**config.mk**
```make
export PLATFORM = sky130hd
export DESIGN_NAME = thruster_mixer_normalizer_unit
export DESIGN_NICKNAME = d
export VERILOG_FILES = /design/src/hdl/tmn_pkg.sv /design/src/hdl/tmn_coef_mem.sv /design/src/hdl/tmn_mac.sv /design/src/hdl/tmn_div.sv /design/src/hdl/thruster_mixer_normalizer_unit.sv
export SDC_FILE = /design/constraint.sdc
export NUM_CORES = 2
export LEC_CHECK = 0
export ABC_CLOCK_PERIOD_IN_PS = 14600
export BUFFER_PORTS_ARGS = -buffer_cell sky130_fd_sc_hd__buf_4
export CORE_ASPECT_RATIO = 0.5
export CORE_UTILIZATION = 68
export CTS_CLUSTER_DIAMETER = 100
export DETAILED_ROUTE_END_ITERATION = 8
export GPL_TIMING_DRIVEN = 0
export PLACE_DENSITY = 0.86
export SKIP_LAST_GASP = 1
export SYNTH_ARGS = -nofsm -noshare
export SYNTH_HDL_FRONTEND = slang
export SYNTH_HIERARCHICAL = 1
export SYNTH_SLANG_ARGS = --single-unit
export TNS_END_PERCENT = 50
```
**constraint.sdc**
```tcl
create_clock -name clk -period 14.6 [get_ports clk]
set_clock_uncertainty 0.05 [all_clocks]
set_input_delay 2.19 -clock clk [delete_from_list [all_inputs] [get_ports clk]]
set_output_delay 2.19 -clock clk [all_outputs]
set_load 0.1 [all_outputs]
```
**src/hdl/tmn_pkg.sv**
```systemverilog
// Shared types and constants for the thruster mixer and normalizer.
`default_nettype none

package tmn_pkg;

  localparam int COEF_W    = 16;
  localparam int SP_W      = 16;
  localparam int NUM_COEFS = 6;
  localparam int PROD_W    = COEF_W + SP_W;
  // Six products summed exactly need three more bits than one product.
  localparam int ACC_W     = PROD_W + 3;
  localparam int MAG_W     = ACC_W - 1;
  localparam int ACC_FRAC  = (COEF_W - 5) + (SP_W - 2);
  localparam int THR_W     = 16;
  localparam int QUO_W     = THR_W - 1;
  localparam int DIV_STEPS = 16;
  localparam int CHAN_W    = 4;
  localparam int SEL_W     = 3;

  localparam logic [MAG_W-1:0] ONE_ACC    = MAG_W'(1) << ACC_FRAC;
  localparam logic [SEL_W-1:0] COEF_LAST  = SEL_W'(NUM_COEFS - 1);
  localparam logic [QUO_W-1:0] THROTTLE_MAX = {QUO_W{1'b1}};

  typedef enum logic [1:0] {
    S_IDLE,
    S_MAC,
    S_DIV,
    S_WAIT
  } state_t;

  typedef struct packed {
    logic valid;
    logic first;
    logic last;
  } mac_tag_t;

endpackage

`default_nettype wire

```
**src/hdl/tmn_coef_mem.sv**
```systemverilog
// Coefficient memory with per-entry valid bits so that unwritten entries read as zero.
`default_nettype none

module tmn_coef_mem
  import tmn_pkg::*;
#(
  parameter int DEPTH  = 48,
  parameter int ADDR_W = $clog2(DEPTH)
) (
  input  logic              clk,
  input  logic              rst,
  input  logic              wr_en,
  input  logic [ADDR_W-1:0] wr_addr,
  input  logic [COEF_W-1:0] wr_data,
  input  logic              rd_en,
  input  logic [ADDR_W-1:0] rd_addr,
  output logic [COEF_W-1:0] rd_data
);

  logic [COEF_W-1:0] mem [DEPTH];
  logic [DEPTH-1:0]  vld;
  logic [COEF_W-1:0] rd_q;
  logic              rd_vld;

  always_ff @(posedge clk) begin
    if (rst) begin
      vld <= '0;
    end else if (wr_en) begin
      vld[wr_addr] <= 1'b1;
    end
  end

  always_ff @(posedge clk) begin
    if (wr_en) begin
      mem[wr_addr] <= wr_data;
    end
    if (rd_en) begin
      rd_q   <= mem[rd_addr];
      rd_vld <= vld[rd_addr];
    end
  end

  assign rd_data = rd_vld ? rd_q : '0;

endmodule

`default_nettype wire

```
**src/hdl/tmn_mac.sv**
```systemverilog
// Shared multiply-accumulate unit that forms one thruster actuation and its magnitude.
`default_nettype none

module tmn_mac
  import tmn_pkg::*;
(
  input  logic                     clk,
  input  logic                     rst,
  input  mac_tag_t                 tag,
  input  logic signed [COEF_W-1:0] coef,
  input  logic signed [SP_W-1:0]   sp,
  output logic                     res_valid,
  output logic                     res_neg,
  output logic [MAG_W-1:0]         res_mag
);

  logic signed [PROD_W-1:0] prod;
  mac_tag_t                 p_tag;
  logic signed [ACC_W-1:0]  acc;
  logic signed [ACC_W-1:0]  acc_base;
  logic                     a_done;

  assign acc_base = p_tag.first ? '0 : acc;

  always_ff @(posedge clk) begin
    if (rst) begin
      p_tag     <= '0;
      a_done    <= 1'b0;
      res_valid <= 1'b0;
    end else begin
      p_tag     <= tag;
      a_done    <= p_tag.valid && p_tag.last;
      res_valid <= a_done;
    end
  end

  always_ff @(posedge clk) begin
    prod <= coef * sp;
    if (p_tag.valid) begin
      acc <= acc_base + ACC_W'(prod);
    end
    res_neg <= acc[ACC_W-1];
    res_mag <= acc[ACC_W-1] ? MAG_W'(-acc) : MAG_W'(acc);
  end

endmodule

`default_nettype wire

```
**src/hdl/tmn_div.sv**
```systemverilog
// Restoring divider giving a rounded, saturated Q0.15 magnitude, one quotient bit per cycle.
`default_nettype none

module tmn_div
  import tmn_pkg::*;
(
  input  logic             clk,
  input  logic             rst,
  input  logic             start,
  input  logic [MAG_W-1:0] mag,
  input  logic [MAG_W-1:0] dvs,
  output logic             done,
  output logic [QUO_W-1:0] quo
);

  localparam int CNT_W = $clog2(DIV_STEPS);

  logic [MAG_W:0]         rem;
  logic [MAG_W:0]         rem_sh;
  logic [MAG_W-1:0]       dvs_q;
  logic [DIV_STEPS-1:0]   q;
  logic [CNT_W-1:0]       cnt;
  logic                   busy;
  logic                   ge;
  logic [DIV_STEPS:0]     q_round;
  logic [DIV_STEPS-1:0]   q_half;

  // The remainder never exceeds the divisor, so its top bit is always clear before the shift.
  assign rem_sh = {rem[MAG_W-1:0], 1'b0};
  assign ge     = rem_sh >= {1'b0, dvs_q};

  always_ff @(posedge clk) begin
    if (rst) begin
      busy <= 1'b0;
      done <= 1'b0;
      cnt  <= '0;
    end else if (start) begin
      busy <= 1'b1;
      done <= 1'b0;
      cnt  <= '0;
    end else if (busy) begin
      cnt <= cnt + CNT_W'(1);
      if (cnt == CNT_W'(DIV_STEPS - 1)) begin
        busy <= 1'b0;
        done <= 1'b1;
      end
    end
  end

  always_ff @(posedge clk) begin
    if (start) begin
      rem   <= {1'b0, mag};
      dvs_q <= dvs;
      q     <= '0;
    end else if (busy) begin
      rem <= ge ? (rem_sh - {1'b0, dvs_q}) : rem_sh;
      q   <= {q[DIV_STEPS-2:0], ge};
    end
  end

  // Round half away from zero by dropping the extra quotient bit after adding one.
  assign q_round = {1'b0, q} + (DIV_STEPS + 1)'(1);
  assign q_half  = q_round[DIV_STEPS:1];
  assign quo     = (q_half > DIV_STEPS'(THROTTLE_MAX)) ? THROTTLE_MAX : q_half[QUO_W-1:0];

endmodule

`default_nettype wire

```
**src/hdl/thruster_mixer_normalizer_unit.sv**
```systemverilog
// Top level of the thruster mixer: request decode, sequencer, tables and output register.
//
// Input stream (s_*): a request with s_tuser = 0 loads one coefficient and the
// thruster's output channel; an out-of-range thruster or slot is ignored.
// A request with s_tuser = 1 carries six setpoints and produces NUM_UNITS throttle
// results on the output stream (m_*), in thruster order, m_tlast on the final one.
// An apply runs the multiply-accumulate pass, one coefficient per cycle
// through the single multiplier, and then divides thruster by thruster
// in the shared one-bit-per-cycle divider.
// s_tready is high only while the block is idle.
// Results leave through one output register; when the receiver stalls, the
// divider finishes the next thruster and then waits, and s_tready stays low
// until the last throttle has been loaded into that register.
// Reset clears the coefficient table to zero (through per-entry valid bits),
// sets channel entry i to i, and empties the output register.
`default_nettype none

module thruster_mixer_normalizer_unit
  import tmn_pkg::*;
#(
  parameter int NUM_UNITS = 8
) (
  input  logic         clk,
  input  logic         rst,
  input  logic         s_tvalid,
  output logic         s_tready,
  // thruster_sel[2:0], coef_sel[5:3], coef_value[21:6], out_channel[25:22],
  // move_x[41:26], move_y[57:42], move_z[73:58], turn_x[89:74], turn_y[105:90],
  // turn_z[121:106], zero fill[127:122]
  input  logic [127:0] s_tdata,
  // action[0]
  input  logic [0:0]   s_tuser,
  output logic         m_tvalid,
  input  logic         m_tready,
  // channel[3:0], throttle[19:4], zero fill[23:20]
  output logic [23:0]  m_tdata,
  output logic         m_tlast
);

  localparam int ENTRIES = NUM_UNITS * NUM_COEFS;
  localparam int ADDR_W  = $clog2(ENTRIES);
  localparam int UNIT_W  = (NUM_UNITS > 1) ? $clog2(NUM_UNITS) : 1;
  localparam logic [UNIT_W-1:0] UNIT_LAST = UNIT_W'(NUM_UNITS - 1);

  state_t state, state_next;

  logic               accept;
  logic               is_apply;
  logic [SEL_W-1:0]   thruster_sel;
  logic [SEL_W-1:0]   coef_sel;
  logic [COEF_W-1:0]  coef_value;
  logic [CHAN_W-1:0]  out_channel;
  logic               load_ok;
  logic               wr_en;
  logic [ADDR_W-1:0]  wr_addr;

  logic signed [SP_W-1:0] sp [NUM_COEFS];

  logic [CHAN_W-1:0]  chan_tab [NUM_UNITS];
  logic [MAG_W-1:0]   mags [NUM_UNITS];
  logic [NUM_UNITS-1:0] negs;

  logic               iss_on;
  logic [ADDR_W-1:0]  iss_addr;
  logic [SEL_W-1:0]   iss_k;
  mac_tag_t           rd_tag;
  logic [SEL_W-1:0]   rd_k;
  logic [COEF_W-1:0]  rd_data;

  logic               res_valid;
  logic               res_neg;
  logic [MAG_W-1:0]   res_mag;
  logic [UNIT_W-1:0]  res_unit;
  logic [MAG_W-1:0]   peak;
  logic               mac_done;
  logic [MAG_W-1:0]   dvs;

  logic [UNIT_W-1:0]  u;
  logic               last_u;
  logic               div_start;
  logic               div_done;
  logic [QUO_W-1:0]   quo;
  logic               out_free;
  logic               out_load;
  logic [THR_W-1:0]   thr;
  logic [CHAN_W-1:0]  out_chan;
  logic [THR_W-1:0]   out_thr;

  assign thruster_sel = s_tdata[2:0];
  assign coef_sel     = s_tdata[5:3];
  assign coef_value   = s_tdata[21:6];
  assign out_channel  = s_tdata[25:22];
  assign is_apply     = s_tuser[0];
  assign accept       = s_tvalid && s_tready;

  assign load_ok = (int'(thruster_sel) < NUM_UNITS) && (coef_sel <= COEF_LAST);
  assign wr_en   = accept && !is_apply && load_ok;
  assign wr_addr = ADDR_W'(int'(thruster_sel) * NUM_COEFS + int'(coef_sel));

  // State register and next-state logic.
  always_ff @(posedge clk) begin
    if (rst) begin
      state <= S_IDLE;
    end else begin
      state <= state_next;
    end
  end

  always_comb begin
    state_next = state;
    unique case (state)
      S_IDLE: begin
        if (s_tvalid && is_apply) begin
          state_next = S_MAC;
        end
      end
      S_MAC: begin
        if (mac_done) begin
          state_next = S_DIV;
        end
      end
      S_DIV: begin
        state_next = S_WAIT;
      end
      S_WAIT: begin
        if (div_done && out_free) begin
          state_next = last_u ? S_IDLE : S_DIV;
        end
      end
      default: begin
        state_next = S_IDLE;
      end
    endcase
  end

  always_comb begin
    s_tready  = 1'b0;
    div_start = 1'b0;
    out_load  = 1'b0;
    unique case (state)
      S_IDLE: s_tready  = 1'b1;
      S_MAC:  s_tready  = 1'b0;
      S_DIV:  div_start = 1'b1;
      S_WAIT: out_load  = div_done && out_free;
      default: s_tready = 1'b0;
    endcase
  end

  // Setpoints are held for the whole apply.
  always_ff @(posedge clk) begin
    if (accept && is_apply) begin
      sp[0] <= s_tdata[41:26];
      sp[1] <= s_tdata[57:42];
      sp[2] <= s_tdata[73:58];
      sp[3] <= s_tdata[89:74];
      sp[4] <= s_tdata[105:90];
      sp[5] <= s_tdata[121:106];
    end
  end

  always_ff @(posedge clk) begin
    if (rst) begin
      for (int i = 0; i < NUM_UNITS; i++) begin
        chan_tab[i] <= CHAN_W'(i);
      end
    end else if (wr_en) begin
      chan_tab[UNIT_W'(thruster_sel)] <= out_channel;
    end
  end

  tmn_coef_mem #(
    .DEPTH  (ENTRIES),
    .ADDR_W (ADDR_W)
  ) u_mem (
    .clk     (clk),
    .rst     (rst),
    .wr_en   (wr_en),
    .wr_addr (wr_addr),
    .wr_data (coef_value),
    .rd_en   (iss_on),
    .rd_addr (iss_addr),
    .rd_data (rd_data)
  );

  // Address walk: one coefficient per cycle, thruster by thruster.
  always_ff @(posedge clk) begin
    if (rst) begin
      iss_on <= 1'b0;
      rd_tag <= '0;
    end else begin
      rd_tag.valid <= iss_on;
      rd_tag.first <= (iss_k == '0);
      rd_tag.last  <= (iss_k == COEF_LAST);
      if (accept && is_apply) begin
        iss_on <= 1'b1;
      end else if (iss_on && iss_addr == ADDR_W'(ENTRIES - 1)) begin
        iss_on <= 1'b0;
      end
    end
  end

  always_ff @(posedge clk) begin
    rd_k <= iss_k;
    if (accept && is_apply) begin
      iss_addr <= '0;
      iss_k    <= '0;
    end else if (iss_on) begin
      iss_addr <= iss_addr + ADDR_W'(1);
      iss_k    <= (iss_k == COEF_LAST) ? '0 : iss_k + SEL_W'(1);
    end
  end

  tmn_mac u_mac (
    .clk       (clk),
    .rst       (rst),
    .tag       (rd_tag),
    .coef      ($signed(rd_data)),
    .sp        (sp[rd_k]),
    .res_valid (res_valid),
    .res_neg   (res_neg),
    .res_mag   (res_mag)
  );

  // Collect magnitudes and track the peak as results leave the accumulator.
  always_ff @(posedge clk) begin
    if (accept && is_apply) begin
      res_unit <= '0;
      peak     <= '0;
    end else if (res_valid) begin
      mags[res_unit] <= res_mag;
      negs[res_unit] <= res_neg;
      res_unit       <= res_unit + UNIT_W'(1);
      if (res_mag > peak) begin
        peak <= res_mag;
      end
    end
  end

  assign mac_done = (state == S_MAC) && res_valid && (res_unit == UNIT_LAST);
  assign dvs      = (peak > ONE_ACC) ? peak : ONE_ACC;

  tmn_div u_div (
    .clk   (clk),
    .rst   (rst),
    .start (div_start),
    .mag   (mags[u]),
    .dvs   (dvs),
    .done  (div_done),
    .quo   (quo)
  );

  assign last_u   = (u == UNIT_LAST);
  assign out_free = !m_tvalid || m_tready;
  assign thr      = negs[u] ? -{1'b0, quo} : {1'b0, quo};

  always_ff @(posedge clk) begin
    if (accept && is_apply) begin
      u <= '0;
    end else if (out_load && !last_u) begin
      u <= u + UNIT_W'(1);
    end
  end

  always_ff @(posedge clk) begin
    if (rst) begin
      m_tvalid <= 1'b0;
    end else if (out_load) begin
      m_tvalid <= 1'b1;
    end else if (m_tready) begin
      m_tvalid <= 1'b0;
    end
  end

  always_ff @(posedge clk) begin
    if (out_load) begin
      out_chan <= chan_tab[u];
      out_thr  <= thr;
      m_tlast  <= last_u;
    end
  end

  assign m_tdata = {4'b0000, out_thr, out_chan};

endmodule

`default_nettype wire
```
==> Flow_metrics.wiki <==
{| class="wikitable"
! Metric !! Value
|-
| Setup violators final || 0
|-
| Final Power || 18.6 mW
|-
| Post-route antenna net violation count || 0
|-
| Element type at the critical path end || flop
|-
| Synthesized area divided by synthesized cell count || 14.3 um^2
|-
| Synth Instances || 5199
|-
| Via count of the routed design || 47500
|-
| Number of sinks handled by clock tree synthesis || 1521
|-
| Die ar. || 110000 um^2
|-
| Number of setup buffers added after CTS || 0
|-
| Crit path DAT || 9.37 ns
|-
| First-pass GRT wire length || approximately 300000 um
|-
| Status || completed
|-
| Global-route total usage across every layer || ~37%
|-
| Floorplan row count || 85
|-
| Slew at the pin closest to its max-slew limit || 1.30 ns
|-
| Layout cell share with drive strength beyond 1 || 15.0%
|-
| Most instantiated library cell after synthesis || edfxtp_1
|-
| Count of instances resized after the clock tree is built || 0
|-
| Number of enable flip-flop cells after synthesis || 1317
|-
| I/O pin total || 160
|-
| Buffer levels on the longest clock path || 3
|-
| Slew margin rel. || around 12%
|-
| Fillcell total || roughly 6100
|-
| CTS hold repair buffers || 0
|-
| Starting Density || 68.8%
|-
| Buffers & Inverters on Critical Path || 8
|-
| Critical-path cell with the highest stage delay || a21oi_1
|-
| Largest area contributor in the synthesized netlist || edfxtp_1
|-
| Summed instance area of the synthesized netlist || between 70000 and 80000 um^2
|-
| Worst endpoint required time || 15.19 ns
|-
| Startpoint of the worst hold path || iss_k[2]$_SDFFE_PP0P_
|-
| # nets final || approximately 6200
|-
| Via count of the first global-routing pass || between 40000 and 50000
|-
| Vias per cell || 6.68
|-
| Post-route clock period utilization || 60.2%
|-
| Sum of negative setup slack || 0 ns
|-
| Utilization after layout || 76.6%
|-
| Share of power burned in registers || between 20 and 30%
|-
| CP Max Fanout || 10
|-
| I/O Buffers || around 150
|-
| Slowest stage delay, CP || a little under 0.9 ns
|-
| Number of clock buffers inserted by TritonCTS || 130
|-
| CTS Root Buffer Type || clkbuf_16
|-
| CTS tree || yes
|-
| Post-CTS clock slew at the launch and capture registers of the worst setup and hold paths || 0.07 ns
|-
| Final number of hold-violating endpoints || 0
|-
| Final Hold Slack || about 0.36 ns
|-
| Floorplan core area || 108000 um^2
|-
| Clock latency on the worst-skew pair || 0.81 ns
|-
| Initial DRC count || about 6000
|-
| Area added between synthesis and finish || 11.3%
|-
| Netlist cell types || 99
|-
| Initial antenna violation count || 13
|-
| Async set or reset register ratio after synthesis || 0%
|-
| Pwr/cell area || 225 nW/um^2
|-
| Die span in x || roughly 470 um
|-
| Highest clock frequency the design can meet || about 0.11 GHz
|-
| Fraction of power consumed by the clock network || 18.9%
|-
| Comb pwr share || between 50% and 60%
|-
| Total Wirelength || 202000 um
|-
| Most used flip-flop cell after synthesis || edfxtp_1
|-
| Switching Fraction || 40.3%
|-
| Total number of H-tree levels || 4
|-
| Switching power || 7.50 mW
|-
| #FFs+latches synth || 1521
|-
| Cells taking the most area after synthesis || edfxtp_1, fa_1, mux4_2, dfxtp_1, mux2i_1
|-
| DRC viols || 0
|-
| Kind of start point of the critical path || flop
|-
| Worst IR Drop VDD || 0.370 mV
|-
| Static leakage || 29.6 nW
|-
| Number of iterations in the first detailed-routing pass || 7
|-
| Delay-heaviest family, CP || adder cells
|-
| Detailed Place HPWL || 137000 um
|-
| Classification of the worst setup path || flop to flop
|-
| Minimum period implied by the final worst setup slack || 8.79 ns
|-
| Sequential share of the synthesized area || 58.8%
|-
| Maximum number of pins on one net before global-route repair || 57
|-
| Most Frequent Cell on Critical Path || fa_1
|-
| Most instantiated cells after synthesis || edfxtp_1, inv_1, mux2i_1
|-
| Reported max-cap violation count || 0
|-
| Die Y-Extent || roughly 240 um
|-
| Classification of the worst-slack hold path || flop to flop
|-
| Share of the synthesized area in the top cell type || 53.3%
|-
| Total global routing overflow || 0
|-
| Final GP Congestion || approximately 0.98
|-
| Design internal power || 11.1 mW
|-
| Setup repair after global routing missed its margin || false
|-
| Max Transition Viols Final || 0
|-
| Per-cell routed wire length || 28.5 um
|-
| Count of yosys warnings during synthesis || 6
|}
-- stage by stage --
stage	area (um^2)	setup slack [ns]	std cells
after global placement	77100	4.15	6786
after floorplan	74200	7.63	5202
after CTS	82500	5.92	7096
after global routing	82500	5.53	7096
after detailed placement	78300	5.99	6860
final	82600	5.81	7100
-- path summary, 6_finish.rpt --
| kind | depth (start not counted) | slack, ns | end |
|---|---|---|---|
| setup reg to reg | 27 | 5.81 | u_mac/prod[30]$_DFF_P_ |
| hold reg to reg | 0 | 0.36 | flop |
| setup / recovery | 27 | 5.81 | u_mac/prod[30]$_DFF_P_ |
| hold / removal | 0 | 0.36 | flop |
-- layout by cell type, fill, tap and decap left out, drive strengths merged, types with 13 or more instances in the layout --
cell type,count
nor4,21
dfxtp,204
o22ai,18
mux2i,319
a21o,42
nor3,48
nand3,122
o41ai,23
mux2,40
o21ba,14
a21oi,175
or2,14
and3,36
nor2b,58
a22o,33
inv,423
a221oi,40
nor2,253
nand2b,32
a22oi,71
edfxtp,1317
nand2,304
clkbuf,334
or3,15
a211oi,14
ha,201
and2,148
o21ai,117
clkinv,38
nand3b,14
a31oi,34
buf,324
xor2,52
o31ai,15
xnor2,108
nand4,27
o32a,34
o21a,13
mux4,183
fa,266
-- power by group through the flow --
stage	clock network (mW)	logic, mW	registers, mW
after floorplan	0	7.58	5.16
after global placement	0	9.40	5.20
after detailed placement	0	9.79	5.21
after CTS	3.53	9.87	5.11
after global routing	3.70	11.2	5.13
final	3.52	9.97	5.12
-- metal layers --
metal	up-vias	wire [um]	global-route usage [%]
met2	3360	96600	60.4
met3	800	23200	9.28
li1	19900	-	-
met4	14	11600	18.3
met5	-	133	0
met1	23400	70800	47.1
-- kinds of logic (layout without fill, tap and decap cells) --
group / count (synthesis) / after routing / share of synthesized area [%]
DFF: 1521 / 1521 / 58.8
muxes: 542 / 542 / 10.5
adders and majority gates: 467 / 467 / 10.6
other: 1 / 8 / 0.00506
buffers and inverters: 673 / 1132 / 3.82
AOI/OAI and AO/OA: 718 / 718 / 6.96
xor gates and xnor gates: 160 / 160 / 1.89
and+or+nand+nor: 1117 / 1117 / 7.43
-- cell type report --
cell class	count	area [um^2]	area share (%)
antenna	4	10.0	0.0121
buffer	261	1290	1.56
clock buffer	174	3530	4.28
clock inverter	62	721	0.873
inverter	412	1550	1.87
multi-input combinational	3008	27900	33.8
sequential	1521	43600	52.9
tap	1435	1800	2.17
timing repair buffer	223	2130	2.57
-- flip-flops by register name (all words and copies together), names as in the netlist, 32 cells and up, named ones only --
register and count:
u_mac/res_mag 34, peak 34, u_mem/mem 768, u_div/dvs_q 34, u_mem/vld 48, mags 272
chan_tab 32, sp 96, u_mac/acc 35, u_mac/prod 32, u_div/rem 34
-- worst register-to-register path, stage by stage (launching register included) --
cell       delay [ns]
dfxtp_1          0.31
clkbuf_1         0.40
clkbuf_1         0.54
mux4_2           0.34
nor2_1           0.04
a21oi_1          0.88
clkbuf_1         0.50
nand2_1          0.16
fa_1             0.57
inv_1            0.06
fa_1             0.51
inv_1            0.06
fa_1             0.53
inv_1            0.06
fa_1             0.46
fa_1             0.50
inv_1            0.05
fa_1             0.47
inv_1            0.04
ha_1             0.33
and3_1           0.21
and2_1           0.19
o2bb2ai_1        0.17
o2111ai_1        0.26
a31o_2           0.35
a211oi_1         0.38
or4_1            0.18
nand3_1          0.05
Power figures use the tool's default switching activity.
